<file path="src/rtl/lrs_pkg.sv">
// Shared types and constants for the logistic regression scorer.
package lrs_pkg;

    localparam int ValW               = 16;
    localparam int IdxW               = 6;
    localparam int StoreDepth         = 64;
    localparam int AccW               = 40;
    localparam int ProdW              = 32;
    localparam int ProbW              = 16;
    localparam int MaxFeaturesDefault = 64;
    localparam int QueueDepth         = 4;

    // Operation codes of the input channel.
    localparam logic OP_LOAD    = 1'b0;
    localparam logic OP_FEATURE = 1'b1;

    // Clamp of the dot product, plus or minus 8 in Q16.16.
    localparam logic signed [AccW-1:0] ClampPos = AccW'(524288);
    localparam logic signed [AccW-1:0] ClampNeg = -AccW'(524288);

    // Reciprocals for the divisions by 6 and by 24, both scaled by 2^20.
    localparam logic [31:0] RecipSix       = 32'd174763;
    localparam logic [31:0] RecipTwentyFour = 32'd43691;
    localparam int          RecipShift     = 20;

    typedef enum logic [1:0] {
        K_LOAD = 2'b00,
        K_FEAT = 2'b01,
        K_LAST = 2'b10
    } t_kind;

    typedef struct packed {
        t_kind                   kind;
        logic [IdxW-1:0]         index;
        logic signed [ValW-1:0]  value;
    } t_item;

    typedef struct packed {
        logic                    valid;
        logic signed [AccW-1:0]  dot;
        logic                    overflow;
    } t_score_req;

    typedef struct packed {
        logic                    valid;
        logic [ProbW-1:0]        probability;
        logic                    overflow;
    } t_score_rsp;

endpackage

</file>
<file path="src/rtl/lrs_front.sv">
// Input stage: takes items from the input channel and classifies them.
module lrs_front
    import lrs_pkg::*;
(
    input  logic                   i_clk,
    input  logic                   i_rst_n,
    input  logic                   i_valid,
    output logic                   o_stall,
    input  logic                   i_operation,
    input  logic [IdxW-1:0]        i_weight_index,
    input  logic signed [ValW-1:0] i_value,
    input  logic                   i_last_feature,
    output logic                   o_push,
    output t_item                  o_item,
    input  logic                   i_full
);

    logic  r_valid;
    t_item r_item;
    t_item w_item;
    logic  w_accept;

    always_comb begin
        w_item.index = i_weight_index;
        w_item.value = i_value;
        if (i_operation == OP_LOAD) begin
            w_item.kind = K_LOAD;
        end else if (i_last_feature) begin
            w_item.kind = K_LAST;
        end else begin
            w_item.kind = K_FEAT;
        end
    end

    assign o_push   = r_valid && !i_full;
    assign o_stall  = r_valid && i_full;
    assign w_accept = i_valid && !o_stall;
    assign o_item   = r_item;

    always_ff @(posedge i_clk) begin
        if (!i_rst_n) begin
            r_valid <= 1'b0;
        end else if (w_accept) begin
            r_valid <= 1'b1;
        end else if (o_push) begin
            r_valid <= 1'b0;
        end
    end

    always_ff @(posedge i_clk) begin
        if (w_accept) begin
            r_item <= w_item;
        end
    end

endmodule

</file>
<file path="config.mk">
export PLATFORM = sky130hd
export DESIGN_NAME = lrs_front
export DESIGN_NICKNAME = d
export VERILOG_FILES = /design/src/rtl/lrs_pkg.sv /design/src/rtl/lrs_front.sv
export SDC_FILE = /design/constraint.sdc
export NUM_CORES = 1
export LEC_CHECK = 0
export ABC_AREA = 1
export BUFFER_PORTS_ARGS = -buffer_cell sky130_fd_sc_hd__buf_2
export CORE_UTILIZATION = 35
export DETAILED_ROUTE_END_ITERATION = 10
export PLACE_DENSITY = 0.69
export SLEW_MARGIN = 20
export SYNTH_ARGS = -nofsm -noshare
export SYNTH_HDL_FRONTEND = slang
export SYNTH_SLANG_ARGS = --single-unit
</file>
<file path="constraint.sdc">
create_clock -name i_clk -period 2.2 [get_ports i_clk]
set_clock_uncertainty 0.15 [all_clocks]
set_input_delay 0.44 -clock i_clk [delete_from_list [all_inputs] [get_ports i_clk]]
set_output_delay 0.44 -clock i_clk [all_outputs]
set_load 0.01 [all_outputs]
</file>
==> out/metrics.csv <==
metric;value;unit
antenna_found_initial;0;
timing.fmax;659;MHz
die_w;49.6;um
htreeDepth;1;
drt_first_pass_iters;2;
critPathArrivalTime;0.93;ns
track_usage;11.4;%
multiInputGateArea;32.5;sq um
worstSkewPairLatency;0.30;ns
finalWirelength;1240;um
maxSlewHeadroom;87.7;%
yosysUniqueCellTypes;8;
finalSetupTns;0;ns
syn_inst;37;
r2r_slack;0.98;ns
cp_cell_sequence;nand2_2 > inv_2 > buf_2;
seq_area;741;sq um
synth_area_leader_cell;edfxtp_1;
period_minus_slack;1.52;ns
synth.area.top_cells;edfxtp_1 91%, dfxtp_1 2.5%, inv_1 2.4%;
setup_viol;0;
ios;54;
via_count;481;
crit_start;r_valid;
dr.first_iter.drc_count;2;
grt_pass1_wl;2010;um
rr_startpoint;r_valid;
clk_pin_slew;0.12;ns
gp_congestion;0.616;
numCtsBuffers;3;
syn2layout_area_growth;43.4;%
overflow;0;
cp-end-kind;primary output;
required;1.61;ns
postCtsSetupBuffers;0;
report.final.slew_viol_count;0;
wl_per_cell;10.1;um
cp_top_family;flip-flops;
cts_hold_buf;0;
post-route-cell-area;1140;sq um
hold_viol_final;0;
fp.coreArea;2040;sq um
via_per_inst;3.91;
drive_above_1_share;65.6;%
die_area;2460;sq um
cts_resized;0;
cts.sink_count;25;
rows;16;
initial_core_util;38.8;%
critPathMaxFanout;2;
min_from;i_value[3];
syn-cell-area;793;sq um
fin_hold_ws;0.152;ns
antenna_cells;0;
cellPowerDensity;731;nW/um^2
min_period_over_period;69.0;%
fin_util;55.7;%
num-fill-cells;185;
drtAntennaViolNets;0;
grt_max_degree;17;
worst-path-buf-inv;2;
ys_seq_area_share;93.4;%
drv_cap;0;
drc;0;
yosysWarnings;0;
status;finished, final reports clean;
crit_slowest_cell;dfxtp_1;
ys_seq_elements;25;
critPathMaxStageDelay;0.37;ns
dp_hpwl;999;um
synth_top_area_share;90.9;%
grt_pass1_vias;451;
nets;125;
worst_setup_path_start_kind;register;
numPlacedInstances;119;
root_buffer;clkbuf_4;
ctsLongestPathBuffers;2;
leakagePower;0.526;nW
die_h;49.6;um
cts_tree;done;
hp-class;in2reg;
instances_no_fill;123;
port_buffers;53;
synth_nets;65;
peakVddDrop;0.329;mV
critPathKind;reg2out;
syn_area_per_cell;21.4;sq um
dpl_cell_area;1110;sq um
tightest_slew;0.185;ns
grt_setup_unrepaired;no;
==> flip-flops by register name (all words and copies together), names as in the netlist <==
name     count
o_item      24
r_valid      1
==> cells by family after synthesis <==
| family | share of synthesized area [%] |
|---|---|
| and+or+nand+nor | 2.68 |
| AOI/OAI and AO/OA | 1.10 |
| DFF | 93.4 |
| buffers and inverters | 2.84 |
==> cells in the mapped netlist, drive strengths merged <==
cell type / n
a21oi: 1
edfxtp: 24
nand2: 2
inv: 6
dfxtp: 1
nor2: 3
==> routing by layer <==
layer / part of all wire, % / GRT usage [%] / wire length (um) / vias to the layer above
met1: 44 / 15.2 / 548 / 192
met5: 0 / 0 / 0 / -
met4: 0 / 4.29 / 0 / 0
met3: 13 / 4.01 / 166 / 0
li1: - / - / - / 250
met2: 43 / 17.1 / 528 / 39
==> cell usage in the layout, fill, tap and decap left out <==
cell,n
a21oi_2,1
buf_2,53
buf_4,2
clkbuf_4,3
clkinv_2,1
dfxtp_1,1
edfxtp_1,24
inv_1,5
inv_2,1
nand2_1,1
nand2_2,1
nor2_1,2
nor2_2,1
==> where the power goes <==
group          internal [W]  switching [W]  leakage, nW   total, W
Sequential         0.000554     0.00000621        0.241   0.000560
Combinational     0.0000399      0.0000439        0.267  0.0000838
Clock             0.0000677       0.000120       0.0177   0.000187
Total              0.000661       0.000170        0.526   0.000831
==> path summary, 6_finish.rpt <==
path / endpoint / cells after the start
max: o_stall / 3
min reg2reg: r_valid / 2
max reg2reg: o_item[0] / 4
min: o_item[3] / 1
==> metrics by stage <==
step           total power, W  setup WS, ns
5_1_grt              0.000872         0.592
6_report             0.000831         0.682
4_1_cts              0.000842         0.677
2_1_floorplan        0.000602        0.0490
3_5_place_dp         0.000657         0.725
3_3_place_gp         0.000655         0.741
==> layout make-up <==
class	instances	share of cell area (%)
flip-flops and latches	25	65.1
repair buffers	55	24.6
well taps	27	2.97
multi-input cells	6	2.86
clock buffers	3	1.98
inverters	6	1.98
clock inverters	1	0.440
==> worst register-to-register path, cell delays in order, from the launching register on <==
cell	delay, ns
dfxtp_1	0.34
nand2_2	0.08
inv_2	0.04
nor2_2	0.09
buf_4	0.23
No activity file was read; power rests on OpenSTA's default activity.
