`src/rtl/lrs_pkg.sv`:
```
// Shared types and constants for the logistic regression scorer.
package lrs_pkg;

    localparam int ValW               = 16;
    localparam int IdxW               = 6;
    localparam int StoreDepth         = 64;
    localparam int AccW               = 40;
    localparam int ProdW              = 32;
    localparam int ProbW              = 16;
    localparam int MaxFeaturesDefault = 64;
    localparam int QueueDepth         = 4;

    // Operation codes of the input channel.
    localparam logic OP_LOAD    = 1'b0;
    localparam logic OP_FEATURE = 1'b1;

    // Clamp of the dot product, plus or minus 8 in Q16.16.
    localparam logic signed [AccW-1:0] ClampPos = AccW'(524288);
    localparam logic signed [AccW-1:0] ClampNeg = -AccW'(524288);

    // Reciprocals for the divisions by 6 and by 24, both scaled by 2^20.
    localparam logic [31:0] RecipSix       = 32'd174763;
    localparam logic [31:0] RecipTwentyFour = 32'd43691;
    localparam int          RecipShift     = 20;

    typedef enum logic [1:0] {
        K_LOAD = 2'b00,
        K_FEAT = 2'b01,
        K_LAST = 2'b10
    } t_kind;

    typedef struct packed {
        t_kind                   kind;
        logic [IdxW-1:0]         index;
        logic signed [ValW-1:0]  value;
    } t_item;

    typedef struct packed {
        logic                    valid;
        logic signed [AccW-1:0]  dot;
        logic                    overflow;
    } t_score_req;

    typedef struct packed {
        logic                    valid;
        logic [ProbW-1:0]        probability;
        logic                    overflow;
    } t_score_rsp;

endpackage

```
`src/rtl/lrs_queue.sv`:
```
// Short queue between the front and the back of the scorer.
module lrs_queue
    import lrs_pkg::*;
(
    input  logic  i_clk,
    input  logic  i_rst_n,
    input  logic  i_push,
    input  t_item i_item,
    output logic  o_full,
    output logic  o_valid,
    output t_item o_item,
    input  logic  i_pop
);

    localparam int PtrW = $clog2(QueueDepth);
    localparam int CntW = $clog2(QueueDepth + 1);

    t_item             r_slots [QueueDepth];
    logic [PtrW-1:0]   r_wr_ptr;
    logic [PtrW-1:0]   r_rd_ptr;
    logic [CntW-1:0]   r_count;

    assign o_full  = (r_count == CntW'(QueueDepth));
    assign o_valid = (r_count != '0);
    assign o_item  = r_slots[r_rd_ptr];

    always_ff @(posedge i_clk) begin
        if (!i_rst_n) begin
            r_wr_ptr <= '0;
            r_rd_ptr <= '0;
            r_count  <= '0;
        end else begin
            if (i_push) begin
                r_wr_ptr <= r_wr_ptr + PtrW'(1);
            end
            if (i_pop) begin
                r_rd_ptr <= r_rd_ptr + PtrW'(1);
            end
            if (i_push && !i_pop) begin
                r_count <= r_count + CntW'(1);
            end else if (i_pop && !i_push) begin
                r_count <= r_count - CntW'(1);
            end
        end
    end

    always_ff @(posedge i_clk) begin
        if (i_push) begin
            r_slots[r_wr_ptr] <= i_item;
        end
    end

endmodule

```
`config.mk`:
```
export PLATFORM = sky130hd
export DESIGN_NAME = lrs_queue
export DESIGN_NICKNAME = d
export VERILOG_FILES = /design/src/rtl/lrs_pkg.sv /design/src/rtl/lrs_queue.sv
export SDC_FILE = /design/constraint.sdc
export NUM_CORES = 1
export LEC_CHECK = 0
export BUFFER_PORTS_ARGS = -buffer_cell sky130_fd_sc_hd__buf_2
export CAP_MARGIN = 10
export CORE_MARGIN = 5
export CORE_UTILIZATION = 56
export DETAILED_ROUTE_END_ITERATION = 8
export HOLD_SLACK_MARGIN = 0.1
export PLACE_DENSITY = 0.89
export SLEW_MARGIN = 10
export SYNTH_ARGS = -nofsm -noshare
export SYNTH_HDL_FRONTEND = slang
export SYNTH_SLANG_ARGS = --single-unit
```
`constraint.sdc`:
```
create_clock -name i_clk -period 2.36 [get_ports i_clk]
set_input_delay 0.472 -clock i_clk [delete_from_list [all_inputs] [get_ports i_clk]]
set_output_delay 0.472 -clock i_clk [all_outputs]
set_load 0.01 [all_outputs]
```
==> results.py <==
metrics = {
    "run_status": {
        "status": "complete, no violations",
    },
    "finish": {
        "final_cells": 336,
        "final_nets": 269,
        "final_area_um2": 4570,
        "fin_util": 0.669,
        "drive_gt1_frac": 0.400,
        "area_growth_pct": 15.6,
        "diodes": 0,
    },
    "sta": {
        "clock.fmax_ghz": 0.445,
        "hold_viol": 0,
        "finalSetupViolations": 0,
        "maxSlewViolCount": 0,
        "worst_pin_slew_ps": 529,
        "finClkSkew_ps": 6.17,
        "slew_headroom": 0.648,
        "rsz0062_at_grt": "no",
        "setup-tns-final_ps": 0,
        "fin_crit_ps": 2250,
        "period_share": 0.953,
    },
    "worst_setup_path": {
        "required_ps": 1890,
        "cp.arrival_ps": 1780,
        "worstPathCellList": "buf_12, mux4_1, buf_2",
        "cp_max_fo": 19,
        "path_class": "reg2out",
        "cp-start-kind": "flip-flop",
        "end_kind": "output pin",
        "cp_slowest_stage_delay_ps": 570,
        "r2r_slack_ps": 780,
        "cp_slowest_cell": "mux4_1",
    },
    "clock_network": {
        "path_clk_slew_ps": 90,
        "cts_hold_buf": 0,
        "clock_latency_ps": 340,
        "clock-sinks": 105,
        "ctsResizeCount": 0,
        "htreeDepth": 3,
        "numCtsBuffers": 9,
        "post_cts_buffers": 0,
        "cts_tree": "done",
        "cts_buffer_depth": 2,
        "root_buffer": "clkbuf_8",
    },
    "drt": {
        "final_antenna_net_count": 0,
        "routed_wl_mm": 6.49,
        "drt_iter0_markers": 98,
        "num_vias": 1789,
        "wl_per_cell_um": 19.3,
        "dr_wl_met2_mm": 3.15,
        "dr_wl_met3_um": 347,
        "top_layer_used": "met4",
        "drc_errors": 0,
        "via_per_inst": 5.32,
        "first_pass_iters": 4,
        "wl_met1_mm": 2.92,
    },
    "global_routing": {
        "antenna_found_initial": 0,
        "grt_use_total": 0.155,
        "grt_max_degree": 20,
        "grt_pass1_vias": 1884,
        "grt_remaining_overflow": 0,
        "grt_pass1_wl_mm": 9.90,
    },
    "die": {
        "core_um2": 6830,
        "num_rows": 30,
        "die_height_um": 94.0,
        "die_w_um": 94.0,
        "io_pins": 54,
        "start_util": 0.578,
        "die_area_um2": 8830,
    },
    "pwr": {
        "ir_drop_uv": 440,
        "leakagePower_nw": 1.59,
        "p_per_area_nw_per_um2": 794,
        "total_power_mw": 3.63,
    },
    "placed_design": {
        "port_buffers": 53,
        "dp_cells": 320,
        "gp_congestion": 0.681,
        "placed_area_um2": 4380,
        "dpl.hpwl_mm": 4.32,
    },
    "hold_path": {
        "hp-class": "in2reg",
    },
    "yosys": {
        "postSynthAreaPerCell_um2": 23.4,
        "synth_cells": 169,
        "ys.warnings.count": 0,
        "ys_seq_elements": 105,
        "synthesis.nets": 203,
        "synth-seq-area-share": 0.775,
        "netlist_area_um2": 3950,
        "synth_cell_types": 21,
    },
    "flow_run": {
        "cap_viol_max_count": 0,
    },
}
## power by group
group / leakage [nW] / internal [mW] / switching (mW) / total (mW)
registers: 0.956 / 2.13 / 0.0431 / 2.17
logic: 0.542 / 0.214 / 0.208 / 0.422
clock network: 0.0897 / 0.484 / 0.550 / 1.03
total: 1.59 / 2.83 / 0.801 / 3.63
## cells by family after synthesis
| family | after synthesis | share of synthesized area |
|---|---|---|
| flip-flops | 105 | 0.775 |
| multiplexers | 26 | 0.146 |
| AND/OR/NAND/NOR | 15 | 0.0234 |
| buffers and inverters | 10 | 0.0203 |
| adder cells (fa/ha/maj) | 6 | 0.0209 |
| XOR/XNOR | 5 | 0.0111 |
| AO/OA/AOI/OAI | 2 | 0.00317 |
## flip-flops by register name (all words and copies together) (netlist names), named ones only
| register | count |
|---|---|
| r_rd_ptr | 2 |
| r_count | 3 |
| r_slots | 96 |
| r_wr_ptr | 2 |
## stage by stage
stage	setup slack (ps)	hold slack, ps
CTS	73.1	314
floorplan	611	467
global route	18.2	317
global placement	445	486
detailed placement	334	520
finish	111	334
## cell usage after synthesis, drive strengths merged
library cell,instances,share of area
mux2i,2,0.0051
clkbuf,1,0.00095
xnor2,2,0.0044
mux4,24,0.14
dfxtp,9,0.046
xor2,3,0.0067
edfxtp,96,0.73
fa,1,0.0051
ha,5,0.016
inv,4,0.0038
o21ai,1,0.0013
buf,5,0.016
or3,2,0.0032
a21boi,1,0.0019
and2,9,0.014
nand2,1,0.00095
nor3b,1,0.0019
nor2b,2,0.0032
## worst paths after layout
path / startpoint / to / cells past startpoint
max: flip-flop / o_item[20] / 3
min: i_item[18] / r_slots[1][18]$_DFFE_PP_ / 1
max reg2reg: r_wr_ptr[0]$_SDFFE_PN0P_ / r_slots[0][1]$_DFFE_PP_ / 4
min reg2reg: r_count[2]$_SDFFE_PN0P_ / r_count[2]$_SDFFE_PN0P_ / 2
## per-layer routing
metal	up-vias	GRT usage
met5	-	0
met4	0	0.0578
met3	8	0.0401
met2	52	0.241
met1	906	0.213
li1	823	-
## layout by cell type (no fill, tap or decap)
cell type	instances
fa_1	1
xnor2_1	2
nor3b_1	1
dfxtp_1	8
mux2i_1	2
mux4_2	20
nand2_1	1
bufinv_16	1
o21ai_0	1
buf_4	4
nor2b_1	2
xor2_1	3
clkbuf_8	9
dfxtp_2	1
clkbuf_1	1
ha_1	5
buf_12	4
or3_1	2
clkinv_2	2
clkinv_1	1
edfxtp_1	96
buf_2	53
mux4_1	4
inv_1	4
clkinvlp_4	2
a21boi_0	1
and2_1	9
## critical path, delay by kind of cell, from the launching register on
family	cells	cell delay (ps)
flops	1	470
buf+inv	2	400
mux	1	570
## cell type report
class                   count  area, µm²
fillers                   464       2260
well taps                  96        120
clock buffers              10        128
inverters                   4       15.0
repair buffers             61        375
multi-input cells          54        807
flip-flops and latches    105       3060
clock inverters             6       58.8
Power figures use the tool's default switching activity.
