[config.mk]
export PLATFORM = sky130hd
export DESIGN_NAME = lrs_back
export DESIGN_NICKNAME = d
export VERILOG_FILES = /design/src/rtl/lrs_pkg.sv /design/src/rtl/lrs_back.sv
export SDC_FILE = /design/constraint.sdc
export NUM_CORES = 2
export LEC_CHECK = 0
export BUFFER_PORTS_ARGS = -buffer_cell sky130_fd_sc_hd__buf_2
export CORE_MARGIN = 5
export CORE_UTILIZATION = 40
export DETAILED_ROUTE_END_ITERATION = 16
export GPL_TIMING_DRIVEN = 0
export PLACE_DENSITY = 0.59
export SKIP_CTS_REPAIR_TIMING = 1
export SYNTH_ARGS = -nofsm -noshare
export SYNTH_HDL_FRONTEND = slang
export SYNTH_SLANG_ARGS = --single-unit
[constraint.sdc]
create_clock -name i_clk -period 13.1 [get_ports i_clk]
set_input_delay 1.31 -clock i_clk [delete_from_list [all_inputs] [get_ports i_clk]]
set_output_delay 1.31 -clock i_clk [all_outputs]
set_load 0.03 [all_outputs]
[src/rtl/lrs_pkg.sv]
// Shared types and constants for the logistic regression scorer.
package lrs_pkg;

    localparam int ValW               = 16;
    localparam int IdxW               = 6;
    localparam int StoreDepth         = 64;
    localparam int AccW               = 40;
    localparam int ProdW              = 32;
    localparam int ProbW              = 16;
    localparam int MaxFeaturesDefault = 64;
    localparam int QueueDepth         = 4;

    // Operation codes of the input channel.
    localparam logic OP_LOAD    = 1'b0;
    localparam logic OP_FEATURE = 1'b1;

    // Clamp of the dot product, plus or minus 8 in Q16.16.
    localparam logic signed [AccW-1:0] ClampPos = AccW'(524288);
    localparam logic signed [AccW-1:0] ClampNeg = -AccW'(524288);

    // Reciprocals for the divisions by 6 and by 24, both scaled by 2^20.
    localparam logic [31:0] RecipSix       = 32'd174763;
    localparam logic [31:0] RecipTwentyFour = 32'd43691;
    localparam int          RecipShift     = 20;

    typedef enum logic [1:0] {
        K_LOAD = 2'b00,
        K_FEAT = 2'b01,
        K_LAST = 2'b10
    } t_kind;

    typedef struct packed {
        t_kind                   kind;
        logic [IdxW-1:0]         index;
        logic signed [ValW-1:0]  value;
    } t_item;

    typedef struct packed {
        logic                    valid;
        logic signed [AccW-1:0]  dot;
        logic                    overflow;
    } t_score_req;

    typedef struct packed {
        logic                    valid;
        logic [ProbW-1:0]        probability;
        logic                    overflow;
    } t_score_rsp;

endpackage

[src/rtl/lrs_back.sv]
// Execution side: weight store, multiply-accumulate pipeline and vector bookkeeping.
module lrs_back
    import lrs_pkg::*;
#(
    parameter int MAX_FEATURES = MaxFeaturesDefault
)
(
    input  logic       i_clk,
    input  logic       i_rst_n,
    input  logic       i_valid,
    input  t_item      i_item,
    output logic       o_pop,
    input  logic       i_release,
    output t_score_req o_req
);

    localparam int FeatLimit = (MAX_FEATURES < StoreDepth) ? MAX_FEATURES : StoreDepth;
    localparam int PosW      = $clog2(FeatLimit + 1);

    logic signed [ValW-1:0]  r_weights [StoreDepth];

    logic                    r_hold;
    logic [PosW-1:0]         r_pos;
    logic                    r_ovf_seen;

    logic                    r_s1_valid;
    logic                    r_s1_add;
    logic                    r_s1_last;
    logic                    r_s1_ovf;
    logic signed [ValW-1:0]  r_s1_val;
    logic signed [ValW-1:0]  r_s1_w;

    logic                    r_s2_valid;
    logic                    r_s2_last;
    logic                    r_s2_ovf;
    logic signed [ProdW-1:0] r_s2_prod;

    logic signed [AccW-1:0]  r_acc;
    logic                    r_req_valid;
    logic signed [AccW-1:0]  r_req_dot;
    logic                    r_req_ovf;

    logic                    w_feature;
    logic                    w_last;
    logic                    w_in_range;
    logic [IdxW-1:0]         w_rd_idx;
    logic signed [AccW-1:0]  w_sum;

    assign o_pop      = i_valid && !r_hold;
    assign w_feature  = o_pop && (i_item.kind != K_LOAD);
    assign w_last     = o_pop && (i_item.kind == K_LAST);
    assign w_in_range = (r_pos < PosW'(FeatLimit));
    assign w_rd_idx   = IdxW'(r_pos);
    assign w_sum      = r_acc + AccW'(r_s2_prod);

    assign o_req.valid    = r_req_valid;
    assign o_req.dot      = r_req_dot;
    assign o_req.overflow = r_req_ovf;

    // Weight store: writes from load items, registered read at the current position.
    always_ff @(posedge i_clk) begin
        if (o_pop && (i_item.kind == K_LOAD)) begin
            r_weights[i_item.index] <= i_item.value;
        end
        r_s1_w <= r_weights[w_rd_idx];
    end

    // Once a vector's last feature is taken, nothing more is popped until its
    // score has left the sigmoid unit.
    always_ff @(posedge i_clk) begin
        if (!i_rst_n) begin
            r_hold     <= 1'b0;
            r_pos      <= '0;
            r_ovf_seen <= 1'b0;
            r_s1_valid <= 1'b0;
            r_s2_valid <= 1'b0;
            r_req_valid <= 1'b0;
            r_acc      <= '0;
        end else begin
            if (w_last) begin
                r_hold <= 1'b1;
            end else if (i_release) begin
                r_hold <= 1'b0;
            end

            if (w_last) begin
                r_pos      <= '0;
                r_ovf_seen <= 1'b0;
            end else if (w_feature) begin
                if (w_in_range) begin
                    r_pos <= r_pos + PosW'(1);
                end else begin
                    r_ovf_seen <= 1'b1;
                end
            end

            r_s1_valid  <= w_feature;
            r_s2_valid  <= r_s1_valid;
            r_req_valid <= r_s2_valid && r_s2_last;

            if (r_s2_valid) begin
                if (r_s2_last) begin
                    r_acc <= '0;
                end else begin
                    r_acc <= w_sum;
                end
            end
        end
    end

    always_ff @(posedge i_clk) begin
        r_s1_add  <= w_in_range;
        r_s1_last <= (i_item.kind == K_LAST);
        r_s1_ovf  <= r_ovf_seen || !w_in_range;
        r_s1_val  <= i_item.value;

        r_s2_last <= r_s1_last;
        r_s2_ovf  <= r_s1_ovf;
        if (r_s1_add) begin
            r_s2_prod <= ProdW'(r_s1_val) * ProdW'(r_s1_w);
        end else begin
            r_s2_prod <= '0;
        end

        if (r_s2_valid && r_s2_last) begin
            r_req_dot <= w_sum;
            r_req_ovf <= r_s2_ovf;
        end
    end

endmodule

==> summary.log <==
[run_status] run status completed
[final_layout] filler instances 11900
[global_route] global-route usage over all layers 18.8%
[global_route] via count of the first global-routing pass 30500
[sta] final setup slack of the worst path 5.50 ns
[sta] max_slew headroom 4.83%
[detailed_routing] Detailed Routing Iterations Pass 1 5
[synthesis] flip-flop and latch count after synthesis 1186
[min_path] worst hold-check path type reg2reg
[placed_design] placed cell area 0.0593 mm^2
[sta] maximum clock skew at final layout 0.0736 ns
[synthesis] cell with the most instances after synthesis sky130_fd_sc_hd__edfxtp_1
[worst_setup_path] CP cell instances clkbuf_1, nand2_1, fa_1, inv_1, fa_1, inv_1, fa_1, inv_1, fa_1, fa_1, inv_1, fa_1, inv_1, ha_1, and3_1, a221oi_1, or3b_2, o31ai_1, nor3_1, nor3_1, nor4b_1, a21oi_1, mux2_2
[placed_design] number of buffers inserted by port buffering 66
[synthesis] commonest cells in the netlist sky130_fd_sc_hd__edfxtp_1 (1065), sky130_fd_sc_hd__mux4_2 (336), sky130_fd_sc_hd__inv_1 (294)
[worst_setup_path] endpoint arrival time on the critical path 8.21 ns
[power] Worst IR Drop VDD 0.355 mV
[worst_setup_path] category of the worst setup path launch point flop
[synthesis] synthesized area per cell 17.1 um^2
[final_layout] antenna fix cells 0
[sta] hold slack 0.328 ns
[synthesis] mapped cell area 0.0556 mm^2
[final_layout] fraction of final layout cells sized beyond drive strength 1 20.9%
[synthesis] Cell variety after synth 81
[sta] Pins Over Slew Limit 0
[worst_setup_path] category of the most critical setup path reg2reg
[cts] number of buffers added by the clock tree synthesis step 115
[detailed_routing] detailed-route via count 29400
[floorplan] height of the die 383 um
[synthesis] cell type with the highest aggregate area in the netlist sky130_fd_sc_hd__edfxtp_1
[synthesis] sequential element share of the synthesized area 61.8%
[detailed_routing] detailed-route vias per instance 5.45
[floorplan] Core Footprint 0.138 mm^2
[cts] clock latency on the worst-skew pair 0.75 ns
[worst_setup_path] longest individual stage delay on the worst path 0.69 ns
[synthesis] synthesis warning total 0
[sta] setup repair after global routing missed its margin no
[floorplan] total die area 0.147 mm^2
[worst_setup_path] Max FO, Critical Path 10
[floorplan] starting utilization of the core area 40.4%
[detailed_routing] Final Routed Wirelength 137000 um
[sta] sum of negative setup slack 0 ns
[placed_design] setup slack after placement 5.49 ns
[detailed_routing] Antenna Violating Nets Remaining 0
[worst_setup_path] highest-delay cell along the critical path sky130_fd_sc_hd__dfxtp_1
[floorplan] Die Wd 383 um
[placed_design] post-DP HPWL 96000 um
[final_layout] fin area 0.0633 mm^2
[run] maximum capacitance violations 0
[final_layout] Syn-to-layout area delta 13.7%
[global_route] initial antenna violation count 2
[sta] Setup-failing EPs final 0
[detailed_routing] wire per inst 25.4 um
[detailed_routing] starting DRC count in detailed routing 2655
[sta] number of hold violations in the final report 0
[power] leakage power summed over all cells 21.9 nW
[cts] number of buffers on the longest clock path 3
[sta] peak clock frequency supported by timing 0.131 GHz
[cts] root buf cell sky130_fd_sc_hd__clkbuf_16
[final_layout] Nets 3913
[synthesis] prevailing post-synth register cell sky130_fd_sc_hd__edfxtp_1
[placed_design] final estimated routing congestion in global placement 0.886
[cts] TritonCTS clock tree done
[synthesis] leading cell types by total area after synthesis sky130_fd_sc_hd__edfxtp_1 (57%), sky130_fd_sc_hd__mux4_2 (14%), sky130_fd_sc_hd__fa_1 (9.5%)
[sta] actual transition at the worst max-transition pin 1.43 ns
[floorplan] Top-Level Pins 71
[global_route] overflow left after global routing 0
[worst_setup_path] CP Capture Type flop
[synthesis] Post-Syn Nets 3672
[synthesis] share of the synthesized area in the top cell type 57.5%
[floorplan] Row Count 136
[sta] clock period minus final worst setup slack 7.60 ns
[global_route] first-pass GRT wire length 205000 um
[cts] Max H-tree Level 3
[synthesis] Post-synth EDFFs 1065
[cts] CTS Sinks 1186
[sta] Final period util 58.1%
[synthesis] cells after synthesis 3259
[detailed_routing] DRC errors left 0
[worst_setup_path] library cell appearing most often on the critical path sky130_fd_sc_hd__fa_1
[cts] clock transition at the registers of the reported paths 0.06 ns
[synthesis] proportion of synthesized flip-flops having asynchronous set or reset 0%
[global_route] largest net degree at the start of global routing 66
[worst_setup_path] required arrival time at the worst endpoint 13.70 ns
[power] power density relative to cell area 229 mW/mm^2
-- routing by layer --
layer	GRT usage [%]	vias to the layer above	wire length (um)	share of wire, %
li1	-	12700	-	-
met1	26.4	15500	57800	42
met2	31.3	1002	67300	49
met3	2.82	170	8540	6.2
met4	4.53	0	3310	2.4
met5	0	-	0	0
-- placed cells by master, fill, tap and decap left out, types with 29 or more instances in the layout --
cell                           n
sky130_fd_sc_hd__buf_2        81
sky130_fd_sc_hd__inv_1       294
sky130_fd_sc_hd__o21ai_0      37
sky130_fd_sc_hd__buf_8        48
sky130_fd_sc_hd__clkbuf_1    120
sky130_fd_sc_hd__fa_1        263
sky130_fd_sc_hd__nand2_1     174
sky130_fd_sc_hd__nor2_1      118
sky130_fd_sc_hd__and2_1      127
sky130_fd_sc_hd__nor2_2       64
sky130_fd_sc_hd__a21oi_1      65
sky130_fd_sc_hd__a21o_1       29
sky130_fd_sc_hd__ha_1        122
sky130_fd_sc_hd__xnor2_1      42
sky130_fd_sc_hd__clkbuf_16   117
sky130_fd_sc_hd__dfxtp_1     121
sky130_fd_sc_hd__edfxtp_1   1065
sky130_fd_sc_hd__mux4_2      336
-- path summary, 6_finish.rpt --
kind                           from                        to  slack, ns  depth (start not counted)
setup / recovery  r_s1_w[9]$_DFF_P_  r_s2_prod[31]$_SDFF_PN0_       5.50                         23
hold / removal     r_s1_ovf$_DFF_P_          r_s2_ovf$_DFF_P_       0.33                          0
setup reg to reg  r_s1_w[9]$_DFF_P_  r_s2_prod[31]$_SDFF_PN0_       5.50                         23
hold reg to reg    r_s1_ovf$_DFF_P_          r_s2_ovf$_DFF_P_       0.33                          0
-- final cells by class --
class                           instances  area, um^2  share of cell area (%)
Buffer                                141         614                   0.971
Multi-Input combinational cell       1636       19700                    31.1
Clock inverter                         64         779                    1.23
Tap cell                             1794        2240                    3.55
Sequential cell                      1186       34400                    54.4
Inverter                              296        1110                    1.76
Timing Repair Buffer                  124        1280                    2.03
Clock buffer                          147        3120                    4.93
-- worst max-delay path: cells and delay by family (launching register included) --
family,cells,cell delay (ns)
AO/OA/AOI/OAI,3,0.71
adder cells (fa/ha/maj),7,3.33
buffers and inverters,6,0.91
flip-flops,1,0.69
multiplexers,1,0.30
AND/OR/NAND/NOR,6,1.58
-- power breakdown --
part           total, mW  internal [mW]  switching [mW]
sequential          4.38           4.31          0.0648
combinational       6.70           2.76            3.94
clock               3.39           1.96            1.43
total               14.5           9.03            5.44
-- cell families after synthesis --
family	count (synthesis)	synth area share, %
compound gates	248	3.03
mux	341	13.7
xor+xnor	66	1.04
buf+inv	437	3.10
simple gates	596	5.12
flops	1186	61.8
fa+ha+maj	385	12.2
-- per-stage QoR --
step	instances	utilization [%]	power (mW)
finish	5388	45.9	14.5
global route	5388	45.9	15.7
CTS	5387	45.9	14.7
detailed placement	5176	43.0	11.3
global placement	5119	42.2	11.2
floorplan	3259	-	9.41
-- registers in the layout, summed over array words and instances, names as in the netlist --
| name | cells |
|---|---|
| r_s2_prod | 32 |
| r_ovf_seen | 1 |
| r_acc | 40 |
| r_req_valid | 1 |
| r_s2_last | 1 |
| r_hold | 1 |
| r_s2_ovf | 1 |
| r_s1_val | 16 |
| r_s2_valid | 1 |
| r_s1_ovf | 1 |
| r_weights | 1024 |
| r_pos | 7 |
| r_s1_last | 1 |
| r_s1_valid | 1 |
| r_s1_add | 1 |
| r_req_dot | 40 |
| r_req_ovf | 1 |
| r_s1_w | 16 |
No activity file was read; power rests on OpenSTA's default activity.
