**src/rtl/lrs_pkg.sv**
```systemverilog
// Shared types and constants for the logistic regression scorer.
package lrs_pkg;

    localparam int ValW               = 16;
    localparam int IdxW               = 6;
    localparam int StoreDepth         = 64;
    localparam int AccW               = 40;
    localparam int ProdW              = 32;
    localparam int ProbW              = 16;
    localparam int MaxFeaturesDefault = 64;
    localparam int QueueDepth         = 4;

    // Operation codes of the input channel.
    localparam logic OP_LOAD    = 1'b0;
    localparam logic OP_FEATURE = 1'b1;

    // Clamp of the dot product, plus or minus 8 in Q16.16.
    localparam logic signed [AccW-1:0] ClampPos = AccW'(524288);
    localparam logic signed [AccW-1:0] ClampNeg = -AccW'(524288);

    // Reciprocals for the divisions by 6 and by 24, both scaled by 2^20.
    localparam logic [31:0] RecipSix       = 32'd174763;
    localparam logic [31:0] RecipTwentyFour = 32'd43691;
    localparam int          RecipShift     = 20;

    typedef enum logic [1:0] {
        K_LOAD = 2'b00,
        K_FEAT = 2'b01,
        K_LAST = 2'b10
    } t_kind;

    typedef struct packed {
        t_kind                   kind;
        logic [IdxW-1:0]         index;
        logic signed [ValW-1:0]  value;
    } t_item;

    typedef struct packed {
        logic                    valid;
        logic signed [AccW-1:0]  dot;
        logic                    overflow;
    } t_score_req;

    typedef struct packed {
        logic                    valid;
        logic [ProbW-1:0]        probability;
        logic                    overflow;
    } t_score_rsp;

endpackage

```
**src/rtl/lrs_sigmoid.sv**
```systemverilog
// Sequenced sigmoid unit: series for exp, repeated squaring and a restoring divide.
module lrs_sigmoid
    import lrs_pkg::*;
(
    input  logic       i_clk,
    input  logic       i_rst_n,
    input  t_score_req i_req,
    output t_score_rsp o_rsp,
    input  logic       i_take
);

    localparam int QW   = ProbW + 1;
    localparam int CntW = $clog2(QW);

    typedef enum logic [11:0] {
        S_IDLE  = 12'b0000_0000_0001,
        S_T2    = 12'b0000_0000_0010,
        S_T3    = 12'b0000_0000_0100,
        S_T4    = 12'b0000_0000_1000,
        S_D6    = 12'b0000_0001_0000,
        S_D24   = 12'b0000_0010_0000,
        S_SUM   = 12'b0000_0100_0000,
        S_SQM   = 12'b0000_1000_0000,
        S_SQR   = 12'b0001_0000_0000,
        S_DINIT = 12'b0010_0000_0000,
        S_DIV   = 12'b0100_0000_0000,
        S_DONE  = 12'b1000_0000_0000
    } t_sig_state;

    t_sig_state             r_state;
    t_sig_state             n_state;

    logic                   r_neg;
    logic                   r_ovf;
    logic [26:0]            r_t;
    logic [21:0]            r_t2;
    logic [16:0]            r_t3;
    logic [11:0]            r_t4;
    logic [13:0]            r_q6;
    logic [31:0]            r_e;
    logic [63:0]            r_mul;
    logic [CntW-1:0]        r_cnt;
    logic [32:0]            r_d;
    logic [33:0]            r_rem;
    logic [QW-1:0]          r_nlo;
    logic [QW-1:0]          r_q;

    logic [31:0]            w_a;
    logic [31:0]            w_b;
    logic [31:0]            w_sh31;
    logic signed [AccW-1:0] w_clamped;
    logic [19:0]            w_x;
    logic [32:0]            w_e_sum;
    logic [63:0]            w_round;
    logic [32:0]            w_d;
    logic [47:0]            w_num;
    logic [33:0]            w_trial;
    logic                   w_ge;

    assign w_sh31 = r_mul[62:31];

    always_comb begin
        if (i_req.dot > ClampPos) begin
            w_clamped = ClampPos;
        end else if (i_req.dot < ClampNeg) begin
            w_clamped = ClampNeg;
        end else begin
            w_clamped = i_req.dot;
        end
        if (w_clamped[AccW-1]) begin
            w_x = 20'(-w_clamped);
        end else begin
            w_x = 20'(w_clamped);
        end
    end

    // exp(-t) ~ 1 - t + t^2/2 - t^3/6 + t^4/24, all in Q1.31.
    assign w_e_sum = 33'h0_8000_0000 - 33'(r_t) + 33'(r_t2 >> 1) - 33'(r_q6)
                   + 33'(r_mul[RecipShift+6:RecipShift]);
    assign w_round = r_mul + 64'h0000_0000_4000_0000;

    assign w_d   = 33'(r_e) + 33'h0_8000_0000;
    assign w_num = (r_neg ? {r_e, 16'h0000} : 48'h8000_0000_0000) + 48'(w_d >> 1);

    assign w_trial = {r_rem[32:0], r_nlo[QW-1]};
    assign w_ge    = (w_trial >= {1'b0, r_d});

    always_comb begin
        w_a = '0;
        w_b = '0;
        unique case (r_state)
            S_T2: begin
                w_a = 32'(r_t);
                w_b = 32'(r_t);
            end
            S_T3: begin
                w_a = 32'(w_sh31[21:0]);
                w_b = 32'(r_t);
            end
            S_T4: begin
                w_a = 32'(w_sh31[16:0]);
                w_b = 32'(r_t);
            end
            S_D6: begin
                w_a = 32'(r_t3);
                w_b = RecipSix;
            end
            S_D24: begin
                w_a = 32'(r_t4);
                w_b = RecipTwentyFour;
            end
            S_SQM: begin
                w_a = r_e;
                w_b = r_e;
            end
            default: begin
                w_a = '0;
                w_b = '0;
            end
        endcase
    end

    always_comb begin
        n_state = r_state;
        unique case (r_state)
            S_IDLE:  if (i_req.valid) n_state = S_T2;
            S_T2:    n_state = S_T3;
            S_T3:    n_state = S_T4;
            S_T4:    n_state = S_D6;
            S_D6:    n_state = S_D24;
            S_D24:   n_state = S_SUM;
            S_SUM:   n_state = S_SQM;
            S_SQM:   n_state = S_SQR;
            S_SQR:   n_state = (r_cnt == CntW'(7)) ? S_DINIT : S_SQM;
            S_DINIT: n_state = S_DIV;
            S_DIV:   n_state = (r_cnt == CntW'(QW - 1)) ? S_DONE : S_DIV;
            S_DONE:  if (i_take) n_state = S_IDLE;
            default: n_state = S_IDLE;
        endcase
    end

    always_ff @(posedge i_clk) begin
        if (!i_rst_n) begin
            r_state <= S_IDLE;
        end else begin
            r_state <= n_state;
        end
    end

    always_ff @(posedge i_clk) begin
        r_mul <= 64'(w_a) * 64'(w_b);
        unique case (r_state)
            S_IDLE: begin
                r_neg <= i_req.dot[AccW-1];
                r_ovf <= i_req.overflow;
                r_t   <= {w_x, 7'b000_0000};
            end
            S_T3: r_t2 <= w_sh31[21:0];
            S_T4: r_t3 <= w_sh31[16:0];
            S_D6: r_t4 <= w_sh31[11:0];
            S_D24: r_q6 <= r_mul[RecipShift+13:RecipShift];
            S_SUM: begin
                r_e   <= w_e_sum[31:0];
                r_cnt <= '0;
            end
            S_SQR: begin
                r_e   <= w_round[62:31];
                r_cnt <= r_cnt + CntW'(1);
            end
            S_DINIT: begin
                // Remainder starts at the top numerator bits: final square if dot < 0, else 1.
                r_d   <= w_d;
                r_rem <= 34'(w_num[47:QW]);
                r_nlo <= w_num[QW-1:0];
                r_q   <= '0;
                r_cnt <= '0;
            end
            S_DIV: begin
                r_nlo <= {r_nlo[QW-2:0], 1'b0};
                r_cnt <= r_cnt + CntW'(1);
                if (w_ge) begin
                    r_rem <= w_trial - {1'b0, r_d};
                    r_q   <= {r_q[QW-2:0], 1'b1};
                end else begin
                    r_rem <= w_trial;
                    r_q   <= {r_q[QW-2:0], 1'b0};
                end
            end
            default: begin
            end
        endcase
    end

    assign o_rsp.valid       = (r_state == S_DONE);
    assign o_rsp.probability = r_q[QW-1] ? {ProbW{1'b1}} : r_q[ProbW-1:0];
    assign o_rsp.overflow    = r_ovf;

endmodule
```
**config.mk**
```make
export PLATFORM = sky130hd
export DESIGN_NAME = lrs_sigmoid
export DESIGN_NICKNAME = d
export VERILOG_FILES = /design/src/rtl/lrs_pkg.sv /design/src/rtl/lrs_sigmoid.sv
export SDC_FILE = /design/constraint.sdc
export NUM_CORES = 2
export LEC_CHECK = 0
export ABC_AREA = 1
export BUFFER_PORTS_ARGS = -buffer_cell sky130_fd_sc_hd__buf_2
export CAP_MARGIN = 20
export CORE_MARGIN = 1.5
export CORE_UTILIZATION = 55
export DETAILED_ROUTE_END_ITERATION = 16
export PLACE_DENSITY = 0.81
export SYNTH_ARGS = -nofsm -noshare
export SYNTH_HDL_FRONTEND = slang
export SYNTH_SLANG_ARGS = --single-unit
```
**constraint.sdc**
```tcl
create_clock -name i_clk -period 18.4 [get_ports i_clk]
set_clock_uncertainty 0.1 [all_clocks]
set_input_delay 3.68 -clock i_clk [delete_from_list [all_inputs] [get_ports i_clk]]
set_output_delay 3.68 -clock i_clk [all_outputs]
set_load 0.1 [all_outputs]
```
==> results.md <==
* Nature of the critical path endpoint: flip-flop
* Height of the die at 307 um
* Slowest cell on crit path: inv_1
* Distinct cells, synth at 63
* Max FO, Critical Path at 23
* Routed WL at about 170,000 um
* Worst hold path type: reg2reg
* Syn_area_per_cell at ~8.1 sq um
* GR Util met2 at a little under three fifths
* Site Rows at between 100 and 150
* Slew Limit Fails at 0
* CTS resizes at 0
* Peak VDD IR at roughly 70 uV
* Layout area overhead at 5.45%
* Pint at 1.23 mW
* # diodes at 0
* RSZ-0062 raised after global routing: no
* 1st-iter DRT viols at 5,007
* Post-Synth Adder-Cell Area at between 40 and 50%
* Die Wd at 307 um
* Seq/Total Area, Yosys at 15.3%
* Async set-or-reset flop fraction in the synthesized netlist at 0%
* Hold_buf cts at 0
* Antenna violations before repair at 2
* Kind of critical path: reg2reg
* Multi-input combinational cell area at 36,200 sq um
* Warnings, synthesis at 0
* H-Tree Depth at 1
* Worst path max stage delay at just over 800 ps
* Most Crowded Layer GR: met2
* Via-per-instance ratio at 5.76
* Mux share of post-synthesis cell area at 0%
* Outcome: completed
* CTS Buf Count at 29
* Clock power frac at 33.4%
* Most frequent CP cell: fa_1
* Max Fclk at ~93 MHz
* Post-Synthesis Net Count at approximately 7.6k
* Drt wl/cell at ~22 um
* CTS tree: built
* Clock root cell: clkbuf_16
* P_sw at around 0.68 mW
* Cells after Synth at about 6.3k
* Fin crit period at about 11,000 ps
* Mapped Area at approximately 51,000 sq um
* Largest family of logic cells by synthesized area: adder cells
* Total track usage at between 30% and 40%
* Clock net sink count at between 200 and 300
* Switching fraction of total power at approximately 36%
* Synth Area in Compound Gates at under 10%
* Die area at roughly 95,000 sq um
* Clock-pin slew on the worst setup and hold paths at approximately 70 ps
* Least-Margin Pin Slew at between 1000 and 1500 ps
* Combinational share of power at 28.0%
* DP Wirelength at 133,000 um
* Worst skew pair latency at 590 ps
* Post-Synth XOR/XNOR Area at around 1.9%
* Via count at between 40k and 50k
* Filler cells at about 8.1k
* Met1 usage at a little under half
* Layout cell share with drive strength beyond 1 at under 10%
* Setup crit start kind: flip-flop
* Tcrit/Tclk final at 58.3%
* Simple-Gate Fraction of Synth Area at 17.3%
* Final Hold Fails at 0
* Seq pwr share at between 30% and 40%
* Port bufs at 62
* Post-route setup TNS at 0 ps
* FF+latch area at approximately 7800 sq um
* GRT Residual Overflow at 0
* Pwr/cell area at approximately 35 nW/um^2
* IO Count at between 60 and 70
* Worst Hold Slack at roughly 310 ps
* LEAKAGE at 27.3 nW
* Total of max-cap violations at 0
* Pin count of the biggest net entering global routing at between 60 and 70
* CORE AREA at a little over 90,000 sq um
* Critical path data required time at between 15,000 and 20,000 ps
* Post-CTS Setup Bufs at 0
* First-pass GRT wire length at 257,000 um
* Vias in the first global route at ~45k
* Clock buffer depth at 3
* Post-synth EDFFs at ~220
* Drt drc at 0
* Placer Congestion at roughly 1.1
* Antenna viol nets, final at 0
* Grt met3 use at under 10%
* Arrival @ worst endpoint at approximately 11,000 ps
* Rel. slew slack at about a fifth
* Setup violators final at 0
* Seq cells post-synth at between 200 and 300
* Prevailing post-synth register cell: edfxtp_1
* Starting Density at 55.5%
* Router iterations before antenna repair at 6
* Nets@finish at around 7.6k
## flip-flops by register name, indices dropped and copies added (netlist names)
signal   cells
r_ovf        1
r_t4        12
r_nlo       17
r_d         33
r_e         32
r_state     12
r_rem       33
r_t2        21
r_q6        14
r_t         20
r_neg        1
r_q         17
r_t3        17
r_cnt        5
r_mul       43
## synthesized netlist by cell type, types with 13 or more instances
master	instances	area share [%]
dfxtp_1	55	2.2
edfxtp_1	223	13
ha_1	370	9.1
buf_2	62	0.61
inv_2	22	0.16
clkinv_1	13	0.096
o21bai_1	16	0.24
nand3_1	139	1.4
fa_1	910	36
nand2_1	1199	8.8
nor4_1	20	0.25
a31oi_1	24	0.29
xnor2_1	40	0.69
or2_2	23	0.28
o21a_1	26	0.38
nor3_1	53	0.52
xor2_1	69	1.2
o211ai_1	27	0.40
nor2_1	703	5.2
a21oi_2	13	0.22
clkbuf_1	92	0.68
inv_1	1626	12
o21ai_0	157	1.5
nand4_1	25	0.31
a21oi_1	232	2.3
## worst max-delay path: cells and delay by family (launching register included)
family	cells	cell delay, ps
buffers and inverters	9	2620
and+or+nand+nor	8	1400
adders and majority gates	9	4310
xor gates and xnor gates	1	170
AOI/OAI and AO/OA	7	1630
DFF	1	360
## kinds of logic (layout without fill, tap and decap cells)
family | count (synthesis) | count (layout)
fa+ha+maj | 1280 | 1280
buf+inv | 1834 | 1854
flops | 278 | 278
simple gates | 2197 | 2197
compound gates | 588 | 588
xor+xnor | 109 | 109
## power by group through the flow
stage	clock, mW	sequential (mW)	combinational [mW]
final	0.636	0.735	0.532
after global routing	0.657	0.734	0.568
after CTS	0.632	0.733	0.509
after detailed placement	0	0.746	0.504
after global placement	0	0.746	0.496
after floorplan	0	0.731	0.331
## per-stage QoR
step / cells / power, mW / cell area [sq um] / worst slack (ps) / utilization, %
global placement: 7493 / 1.24 / 52700 / 8280 / 57.4
CTS: 7547 / 1.87 / 53700 / 8070 / 58.5
floorplan: 6286 / 1.06 / 51000 / 10460 / -
detailed placement: 7493 / 1.25 / 52700 / 8120 / 57.4
global route: 7549 / 1.96 / 53800 / 7450 / 58.6
finish: 7549 / 1.90 / 53800 / 7670 / 58.6
## per-layer routing
| metal | wire length (um) | up-vias |
|---|---|---|
| met5 | 27 | - |
| met4 | 14800 | 4 |
| met3 | 19700 | 817 |
| met2 | 74300 | 2703 |
| met1 | 60300 | 21200 |
| li1 | - | 18800 |
## worst paths after layout
path / from / to / slack, ps / cells after the start
max: r_state[0] / r_mul[55] / 7670 / 34
min: r_mul[29] / r_q6[9] / 310 / 0
max reg2reg: r_state[0] / r_mul[55] / 7670 / 34
min reg2reg: r_mul[29] / r_q6[9] / 310 / 0
## cell type report
class	count	area share, %
Multi-Input combinational cell	4174	67.4
Sequential cell	278	14.5
Inverter	1663	11.6
Tap cell	1243	2.89
Timing Repair Buffer	137	1.69
Clock buffer	38	1.55
Clock inverter	16	0.319
## placed cells by master (no fill, tap or decap), drive strengths merged, types with 137 or more instances in the layout
| master | synthesis | final |
|---|---|---|
| fa | 910 | 910 |
| ha | 370 | 370 |
| buf | 78 | 137 |
| nand3 | 142 | 142 |
| edfxtp | 223 | 223 |
| o21ai | 179 | 179 |
| nand2 | 1205 | 1205 |
| inv | 1650 | 1652 |
| a21oi | 245 | 245 |
| nor2 | 709 | 709 |
Note: power is estimated with default switching activity, not from simulation.
